File: src/hdl/button_debounce_click_classifier_macros.svh
// ----------------------------------------------------------------------------
// Button debounce click classifier assertion macros
// Shared macros for the concurrent checks of the classifier; defining
// NO_ASSERTIONS compiles every check away.
// ----------------------------------------------------------------------------
`ifndef BUTTON_DEBOUNCE_CLICK_CLASSIFIER_MACROS_SVH
`define BUTTON_DEBOUNCE_CLICK_CLASSIFIER_MACROS_SVH

`ifndef NO_ASSERTIONS
// Same-cycle implication, sampled on clk and held off while in reset.
`define BDCC_ASSERT_NOW(label, ante, cons) \
	label: assert property (@(posedge clk) disable iff (!arst_n) (ante) |-> (cons)) \
		else $error("bdcc same-cycle check failed");
// Next-cycle implication, sampled on clk and held off while in reset.
`define BDCC_ASSERT_NEXT(label, ante, cons) \
	label: assert property (@(posedge clk) disable iff (!arst_n) (ante) |=> (cons)) \
		else $error("bdcc next-cycle check failed");
`else
`define BDCC_ASSERT_NOW(label, ante, cons)
`define BDCC_ASSERT_NEXT(label, ante, cons)
`endif

`endif

File: src/hdl/bdcc_pkg.sv
`timescale 1ns / 1ps
// ----------------------------------------------------------------------------
// Button debounce click classifier package
// Register indexes, reset values and the configuration bundle type.
// ----------------------------------------------------------------------------
package bdcc_pkg;

	// Width of the configuration write data and index.
	localparam int CFG_DATA_W = 16;
	localparam int CFG_IDX_W  = 3;

	// Register indexes.
	localparam logic [CFG_IDX_W-1:0] REG_DEBOUNCE    = 3'd0;
	localparam logic [CFG_IDX_W-1:0] REG_SHORT_LIMIT = 3'd1;
	localparam logic [CFG_IDX_W-1:0] REG_CLICK_WIN   = 3'd2;
	localparam logic [CFG_IDX_W-1:0] REG_LONG_PRESS  = 3'd3;
	localparam logic [CFG_IDX_W-1:0] REG_CLICKS_NEED = 3'd4;

	// Register reset values.
	localparam logic [7:0]  DEBOUNCE_RST    = 8'd50;
	localparam logic [15:0] SHORT_LIMIT_RST = 16'd1000;
	localparam logic [15:0] CLICK_WIN_RST   = 16'd600;
	localparam logic [15:0] LONG_PRESS_RST  = 16'd5000;
	localparam logic [3:0]  CLICKS_NEED_RST = 4'd3;

	// Largest click count.
	localparam logic [3:0] CLICKS_MAX = 4'd15;

	// Configuration bundle handed from the register file to the datapath.
	typedef struct packed {
		logic [7:0]  debounce_ms;
		logic [15:0] short_press_limit_ms;
		logic [15:0] click_window_ms;
		logic [15:0] long_press_ms;
		logic [3:0]  clicks_needed;
	} cfg_t;

endpackage

File: src/hdl/bdcc_cfg.sv
`timescale 1ns / 1ps
// ----------------------------------------------------------------------------
// Button debounce click classifier configuration registers
// Write-only register file; unknown indexes are ignored.
// ----------------------------------------------------------------------------
module bdcc_cfg (
	input  logic                               clk,
	input  logic                               arst_n,
	input  logic                               cfg_we,
	input  logic [bdcc_pkg::CFG_IDX_W-1:0]     cfg_index,
	input  logic [bdcc_pkg::CFG_DATA_W-1:0]    cfg_data,
	output bdcc_pkg::cfg_t                     cfg
);

	bdcc_pkg::cfg_t cfg_q;

	// Register writes, decoded by index.
	always_ff @(posedge clk or negedge arst_n) begin
		if (!arst_n) begin
			cfg_q.debounce_ms          <= bdcc_pkg::DEBOUNCE_RST;
			cfg_q.short_press_limit_ms <= bdcc_pkg::SHORT_LIMIT_RST;
			cfg_q.click_window_ms      <= bdcc_pkg::CLICK_WIN_RST;
			cfg_q.long_press_ms        <= bdcc_pkg::LONG_PRESS_RST;
			cfg_q.clicks_needed        <= bdcc_pkg::CLICKS_NEED_RST;
		end else if (cfg_we) begin
			unique case (cfg_index)
				bdcc_pkg::REG_DEBOUNCE:    cfg_q.debounce_ms          <= cfg_data[7:0];
				bdcc_pkg::REG_SHORT_LIMIT: cfg_q.short_press_limit_ms <= cfg_data[15:0];
				bdcc_pkg::REG_CLICK_WIN:   cfg_q.click_window_ms      <= cfg_data[15:0];
				bdcc_pkg::REG_LONG_PRESS:  cfg_q.long_press_ms        <= cfg_data[15:0];
				bdcc_pkg::REG_CLICKS_NEED: cfg_q.clicks_needed        <= cfg_data[3:0];
				default: ;
			endcase
		end
	end

	assign cfg = cfg_q;

endmodule

File: src/hdl/button_debounce_click_classifier.sv
// ----------------------------------------------------------------------------
// Button debounce click classifier
// Each transaction on the input channel is one millisecond tick carrying the
// raw active-low button level; each tick gives exactly one result with the
// debounced state, hold time, release, long-press and multi-click pulses.
// One tick is taken every clock cycle while the input channel is not stalled. A
// tick goes into an input register and its result is written to the output
// register when the input register advances. The rate is set by the single
// per-tick update of the timer and click state. The input channel stalls only
// while both the input register and the output register are full and the
// output is stalled.
// ----------------------------------------------------------------------------
`timescale 1ns / 1ps
`include "button_debounce_click_classifier_macros.svh"

module button_debounce_click_classifier #(
	parameter int TIMER_BITS = 16
) (
	input  logic                                 clk,
	input  logic                                 arst_n,
	// Configuration port.
	input  logic                                 cfg_we,
	input  logic [bdcc_pkg::CFG_IDX_W-1:0]       cfg_index,
	input  logic [bdcc_pkg::CFG_DATA_W-1:0]      cfg_data,
	// Input channel.
	input  logic                                 in_valid,
	output logic                                 in_stall,
	input  logic                                 pin_level,
	// Output channel.
	output logic                                 out_valid,
	input  logic                                 out_stall,
	output logic                                 pressed,
	output logic [15:0]                          held_ms,
	output logic                                 release_event,
	output logic [15:0]                          release_held_ms,
	output logic                                 long_press,
	output logic                                 multi_click,
	output logic [3:0]                           click_count
);

	// Compare width: timers and 16-bit limits meet at the wider of the two.
	localparam int CW = (TIMER_BITS > 16) ? TIMER_BITS : 16;

	bdcc_pkg::cfg_t cfg;

	bdcc_cfg u_cfg (
		.clk       (clk),
		.arst_n    (arst_n),
		.cfg_we    (cfg_we),
		.cfg_index (cfg_index),
		.cfg_data  (cfg_data),
		.cfg       (cfg)
	);

	// Handshake control.
	logic valid_s1;
	logic level_s1;
	logic out_valid_q;
	logic adv_s1;
	logic in_acc;

	assign adv_s1   = valid_s1 && !(out_valid_q && out_stall);
	assign in_stall = valid_s1 && out_valid_q && out_stall;
	assign in_acc   = in_valid && !in_stall;

	// Input register.
	always_ff @(posedge clk or negedge arst_n) begin
		if (!arst_n) begin
			valid_s1 <= 1'b0;
		end else if (in_acc) begin
			valid_s1 <= 1'b1;
		end else if (adv_s1) begin
			valid_s1 <= 1'b0;
		end
	end

	always_ff @(posedge clk) begin
		if (in_acc) begin
			level_s1 <= pin_level;
		end
	end

	// Classifier state.
	logic                  stable_q;
	logic [TIMER_BITS-1:0] since_change_q;
	logic [TIMER_BITS-1:0] hold_q;
	logic [TIMER_BITS-1:0] last_hold_q;
	logic [TIMER_BITS-1:0] since_click_q;
	logic [3:0]            clicks_q;
	logic                  long_done_q;

	// Next-state values for the tick in the input register.
	logic                  stable_nx;
	logic [TIMER_BITS-1:0] since_change_nx;
	logic [TIMER_BITS-1:0] hold_nx;
	logic [TIMER_BITS-1:0] last_hold_nx;
	logic [TIMER_BITS-1:0] since_click_nx;
	logic [3:0]            clicks_nx;
	logic                  long_done_nx;
	logic                  rel_nx;
	logic                  lp_nx;
	logic                  mc_nx;
	logic [3:0]            need;
	logic [CW-1:0]         sc_inc_ext;
	logic [CW-1:0]         ck_inc_ext;
	logic [CW-1:0]         hold_ext;
	logic [CW-1:0]         last_ext;
	logic [TIMER_BITS-1:0] sc_inc;
	logic [TIMER_BITS-1:0] ck_inc;
	logic [TIMER_BITS-1:0] hold_inc;

	// Saturating tick counters.
	assign sc_inc   = (&since_change_q) ? since_change_q : since_change_q + TIMER_BITS'(1);
	assign ck_inc   = (&since_click_q) ? since_click_q : since_click_q + TIMER_BITS'(1);
	assign hold_inc = (!stable_q && !(&hold_q)) ? hold_q + TIMER_BITS'(1) : hold_q;

	assign sc_inc_ext = CW'(sc_inc);
	assign ck_inc_ext = CW'(ck_inc);
	assign need       = (cfg.clicks_needed == 4'd0) ? 4'd1 : cfg.clicks_needed;

	// Debounce, release, click, multi-click and long-press update.
	always_comb begin
		stable_nx       = stable_q;
		since_change_nx = sc_inc;
		hold_nx         = hold_inc;
		last_hold_nx    = last_hold_q;
		since_click_nx  = ck_inc;
		clicks_nx       = clicks_q;
		long_done_nx    = long_done_q;
		rel_nx          = 1'b0;
		lp_nx           = 1'b0;
		mc_nx           = 1'b0;

		if ((level_s1 != stable_q) && (sc_inc_ext > CW'(cfg.debounce_ms))) begin
			since_change_nx = '0;
			stable_nx       = level_s1;
			if (!level_s1) begin
				hold_nx      = '0;
				long_done_nx = 1'b0;
			end else begin
				last_hold_nx = hold_inc;
				rel_nx       = 1'b1;
				if (CW'(hold_inc) < CW'(cfg.short_press_limit_ms)) begin
					if (ck_inc_ext < CW'(cfg.click_window_ms)) begin
						if (clicks_q < bdcc_pkg::CLICKS_MAX) begin
							clicks_nx = clicks_q + 4'd1;
						end
					end else begin
						clicks_nx = 4'd1;
					end
					since_click_nx = '0;
				end else begin
					clicks_nx = 4'd0;
				end
			end
		end

		if (clicks_nx >= need) begin
			mc_nx     = 1'b1;
			clicks_nx = 4'd0;
		end

		if (!stable_nx && !long_done_nx && (CW'(hold_nx) >= CW'(cfg.long_press_ms))) begin
			long_done_nx = 1'b1;
			lp_nx        = 1'b1;
		end
	end

	assign hold_ext = CW'(hold_nx);
	assign last_ext = CW'(last_hold_nx);

	// State update, once per tick moved into the output register.
	always_ff @(posedge clk or negedge arst_n) begin
		if (!arst_n) begin
			stable_q       <= 1'b1;
			since_change_q <= '0;
			hold_q         <= '0;
			last_hold_q    <= '0;
			since_click_q  <= '1;
			clicks_q       <= 4'd0;
			long_done_q    <= 1'b0;
		end else if (adv_s1) begin
			stable_q       <= stable_nx;
			since_change_q <= since_change_nx;
			hold_q         <= hold_nx;
			last_hold_q    <= last_hold_nx;
			since_click_q  <= since_click_nx;
			clicks_q       <= clicks_nx;
			long_done_q    <= long_done_nx;
		end
	end

	// Output register valid flag.
	always_ff @(posedge clk or negedge arst_n) begin
		if (!arst_n) begin
			out_valid_q <= 1'b0;
		end else if (adv_s1) begin
			out_valid_q <= 1'b1;
		end else if (!out_stall) begin
			out_valid_q <= 1'b0;
		end
	end

	// Output register payload.
	logic        pressed_q;
	logic [15:0] held_q;
	logic        rel_q;
	logic [15:0] rel_held_q;
	logic        lp_q;
	logic        mc_q;
	logic [3:0]  count_q;

	always_ff @(posedge clk) begin
		if (adv_s1) begin
			pressed_q  <= !stable_nx;
			held_q     <= stable_nx ? last_ext[15:0] : hold_ext[15:0];
			rel_q      <= rel_nx;
			rel_held_q <= rel_nx ? last_ext[15:0] : 16'd0;
			lp_q       <= lp_nx;
			mc_q       <= mc_nx;
			count_q    <= clicks_nx;
		end
	end

	assign out_valid       = out_valid_q;
	assign pressed         = pressed_q;
	assign held_ms         = held_q;
	assign release_event   = rel_q;
	assign release_held_ms = rel_held_q;
	assign long_press      = lp_q;
	assign multi_click     = mc_q;
	assign click_count     = count_q;

	// Checks on result consistency and the state update.
	`BDCC_ASSERT_NOW(a_rel_released, out_valid_q && rel_q, !pressed_q && (rel_held_q == held_q))
	`BDCC_ASSERT_NOW(a_long_pressed, out_valid_q && lp_q, pressed_q && !rel_q)
	`BDCC_ASSERT_NOW(a_mc_clears, out_valid_q && mc_q, count_q == 4'd0)
	`BDCC_ASSERT_NEXT(a_result_state, adv_s1, out_valid_q && (pressed_q == !stable_q))
	`BDCC_ASSERT_NEXT(a_state_holds, !adv_s1, $stable(clicks_q) && $stable(stable_q))

endmodule

File: config.mk
export PLATFORM = sky130hd
export DESIGN_NAME = button_debounce_click_classifier
export DESIGN_NICKNAME = d
export VERILOG_FILES = /design/src/hdl/bdcc_pkg.sv /design/src/hdl/bdcc_cfg.sv /design/src/hdl/button_debounce_click_classifier.sv
export VERILOG_INCLUDE_DIRS = /design/src /design/src/hdl
export SDC_FILE = /design/constraint.sdc
export NUM_CORES = 1
export LEC_CHECK = 0
export BUFFER_PORTS_ARGS = -buffer_cell sky130_fd_sc_hd__buf_2
export CORE_ASPECT_RATIO = 1.4
export CORE_MARGIN = 2
export CORE_UTILIZATION = 45
export DETAILED_ROUTE_END_ITERATION = 10
export PLACE_DENSITY = 0.59
export SLEW_MARGIN = 20
export SYNTH_ARGS = -nofsm -noshare
export SYNTH_HDL_FRONTEND = slang
export SYNTH_SLANG_ARGS = --single-unit
File: constraint.sdc
create_clock -name clk -period 8.6 [get_ports clk]
set_clock_uncertainty 0.1 [all_clocks]
set_input_delay 1.29 -clock clk [delete_from_list [all_inputs] [get_ports clk]]
set_output_delay 1.29 -clock clk [all_outputs]
set_load 0.005 [all_outputs]
==> run summary <==
Via/cell ratio: 5.539
Core Footprint: 20,560 um2
Final ANT Viol Nets: 0
Unrepaired setup endpoints after global routing: no
CTS Buf Count: 17
Hold_ws: 405.9 ps
Clock sink total: 173
Top cell type's share of synthesized area: 25.09%
FP Rows: 62
Synthesized Nets: 1,045
Synth area leaders: dfrtp_1 25%, edfxtp_1 13%, dfstp_2 10%
CTS tree: done
Clock Tree Root: clkbuf_16
Max Slew Vio Count: 0
Mapped Area: 9477 um2
Depth of the CTS H-tree: 4
Placer Congestion: 0.8212
Initial antenna violation count: 0
Initial Util: 46.10%
First-pass GRT wire length: 36.56 mm
Final nets: 1,104
Seq cells post-synth: 173
Number of enable flip-flop cells after synthesis: 41
Final Instance Area: 10,730 um2
Layout area overhead: 13.19%
Hold path depth: 1
CP startpoint kind: register
Placed cells: 1,254
Post-Synthesis Cells: 958
Die width: 126.6 um
Compound-Gate Fraction of Synth Area: 15.92%
DRC viols: 0
Setup TNS: 0 ps
Largest family of logic cells by synthesized area: simple AND/OR/NAND/NOR gates
Post-place instance area: 10,110 um2
Fmax achieved: 156.8 MHz
Fin cells: 1,286
Share of async-settable or async-resettable flops after synthesis: 76.30%
Wire length per cell: 16.94 um
Crit end category: register
Worst Path Required: 8850 ps
Pre-antenna DRT Iters: 4
Leading area contributor after synthesis: dfrtp_1
Clock latency on the worst-skew pair: 430 ps
Worst Path Max Fanout: 27
Sequential area share after synthesis: 48.34%
CTS Buffer Depth: 2
Slew headroom: 29.44%
Max-capacitance violation count: 0
Xor and xnor area share after synthesis: 3.604%
Grt total ovfl: 0
Crit Path Category: register to register
Worst EP arrival: 6630 ps
Top FF cell, synth: dfrtp_1
Die area: 22,250 um2
Post-synth top cells: 105 x nand2_1, 95 x dfrtp_1, 85 x nor2_1
Hold Vio Cnt, Final: 0
Clk slew on worst S/H paths: 70 ps
DRT iter0 DRCs: 423
Power Total: 2.676 mW
Multiplexer area fraction after synthesis: 2.905%
Final setup fails: 0
Status: finished clean
CTS-repair resized insts: 0
Total number of yosys warnings: 0
Setup slack after layout: 2221 ps
Hold Buf Count CTS: 0
Dpl hpwl: 15.46 mm
Routed WL: 21.79 mm
Post-place setup slack: 2318 ps
I/O pins: 67
Postcts setup bufs: 0
Maximum vdd ir drop: 0.1292 mV
Largest net degree at the start of global routing: 89
Diodes inserted: 0
Die H: 175.7 um
GR Util All Layers: 20.65%
Worst Reg-to-Reg Cells: 21
Synth Area in Simple Gates: 16.12%
Fraction of layout cells with a size suffix above 1: 18.64%
Count leader, synth: nand2_1
Syn Area/Cell: 9.892 um2
Pleak: 4.820 nW
Vias in the first global route: 7,016
Vias: 7,123
Synth Area in Adders: 8.186%
Tcrit/Tclk final: 74.18%
Hold Crit Class: register to register
Fin util: 52.18%
Actual slew at the worst max-slew pin: 1049 ps
Power Density: 249.5 nW/um2
Port bufs: 66
Tmin final: 6379 ps
Synth cell types: 66
-- sequential cells by signal (all words and copies together) (netlist names) --
signal,cells
release_event,1
since_change_q,16
release_held_ms,16
since_click_q,16
out_valid,1
clicks_q,4
level_s1,1
hold_q,16
held_ms,16
multi_click,1
click_count,4
last_hold_q,16
valid_s1,1
long_done_q,1
stable_q,1
long_press,1
pressed,1
u_cfg.cfg,60
-- critical path: stages (launching register included) --
cell	delay, ps
dfrtp_1	420
ha_1	350
nand4_4	170
nor4_1	890
nor2b_1	270
xor2_1	220
ha_1	300
and3_1	180
a221oi_1	290
nand3b_1	170
o2111ai_1	200
o21ai_4	700
o21ai_0	260
o21ai_0	130
ha_1	250
nand2b_1	140
a21o_1	180
a21boi_1	420
nand4_1	140
a2111oi_0	320
a21oi_1	120
o21ai_0	80
-- placed cells by master, fill, tap and decap left out, types with 17 or more instances in the layout --
master | Yosys | final
dfrtp_1 | 95 | 95
nand3_1 | 30 | 30
nand2_1 | 105 | 104
o2bb2ai_1 | 17 | 17
clkbuf_16 | 0 | 22
inv_1 | 83 | 82
a21oi_1 | 50 | 50
edfxtp_1 | 41 | 41
buf_2 | 8 | 65
o21ai_0 | 67 | 67
mux2_2 | 20 | 20
nand4_1 | 19 | 19
nor2_1 | 85 | 85
dfstp_2 | 37 | 37
ha_1 | 62 | 62
xnor2_1 | 23 | 23
-- power by group --
group,switching (mW),internal [mW]
Sequential,0.112,1.04
Combinational,0.433,0.297
Clock,0.326,0.465
Total,0.871,1.81
-- per-layer routing --
| layer | up-vias | routed length [um] | GRT usage [%] |
|---|---|---|---|
| met4 | 0 | 439 | 7.326 |
| met3 | 30 | 655 | 3.137 |
| met2 | 126 | 11280 | 36.12 |
| li1 | 3523 | - | - |
| met5 | - | 0 | 0 |
| met1 | 3444 | 9411 | 25.85 |
-- path summary, 6_finish.rpt --
path,startpoint,end,slack (ps)
worst min register to register,u_cfg.cfg[17],u_cfg.cfg[17],410
max in group asynchronous,arst_n,since_change_q[11],6420
worst max-delay path,since_change_q[0],clicks_q[1],2220
min in group asynchronous,arst_n,u_cfg.cfg[28],840
worst min-delay path,u_cfg.cfg[17],u_cfg.cfg[17],410
worst max register to register,since_change_q[0],clicks_q[1],2220
-- kinds of logic (layout without fill, tap and decap cells) --
kind of cell,Yosys count,in the layout
DFF,173,173
adders and majority gates,62,62
and+or+nand+nor,314,314
muxes,25,25
xor gates and xnor gates,39,39
AOI/OAI and AO/OA,225,225
buffers and inverters,120,192
-- cell type report --
| cell class | instances | area (um2) |
|---|---|---|
| clock buffers | 26 | 575.6 |
| clock inverters | 6 | 41.29 |
| fillers | 1820 | 9831 |
| well taps | 256 | 320.3 |
| flip-flops and latches | 173 | 4581 |
| multi-input cells | 665 | 4479 |
| repair buffers | 76 | 411.6 |
| inverters | 84 | 317.8 |
No activity file was read; power rests on OpenSTA's default activity.
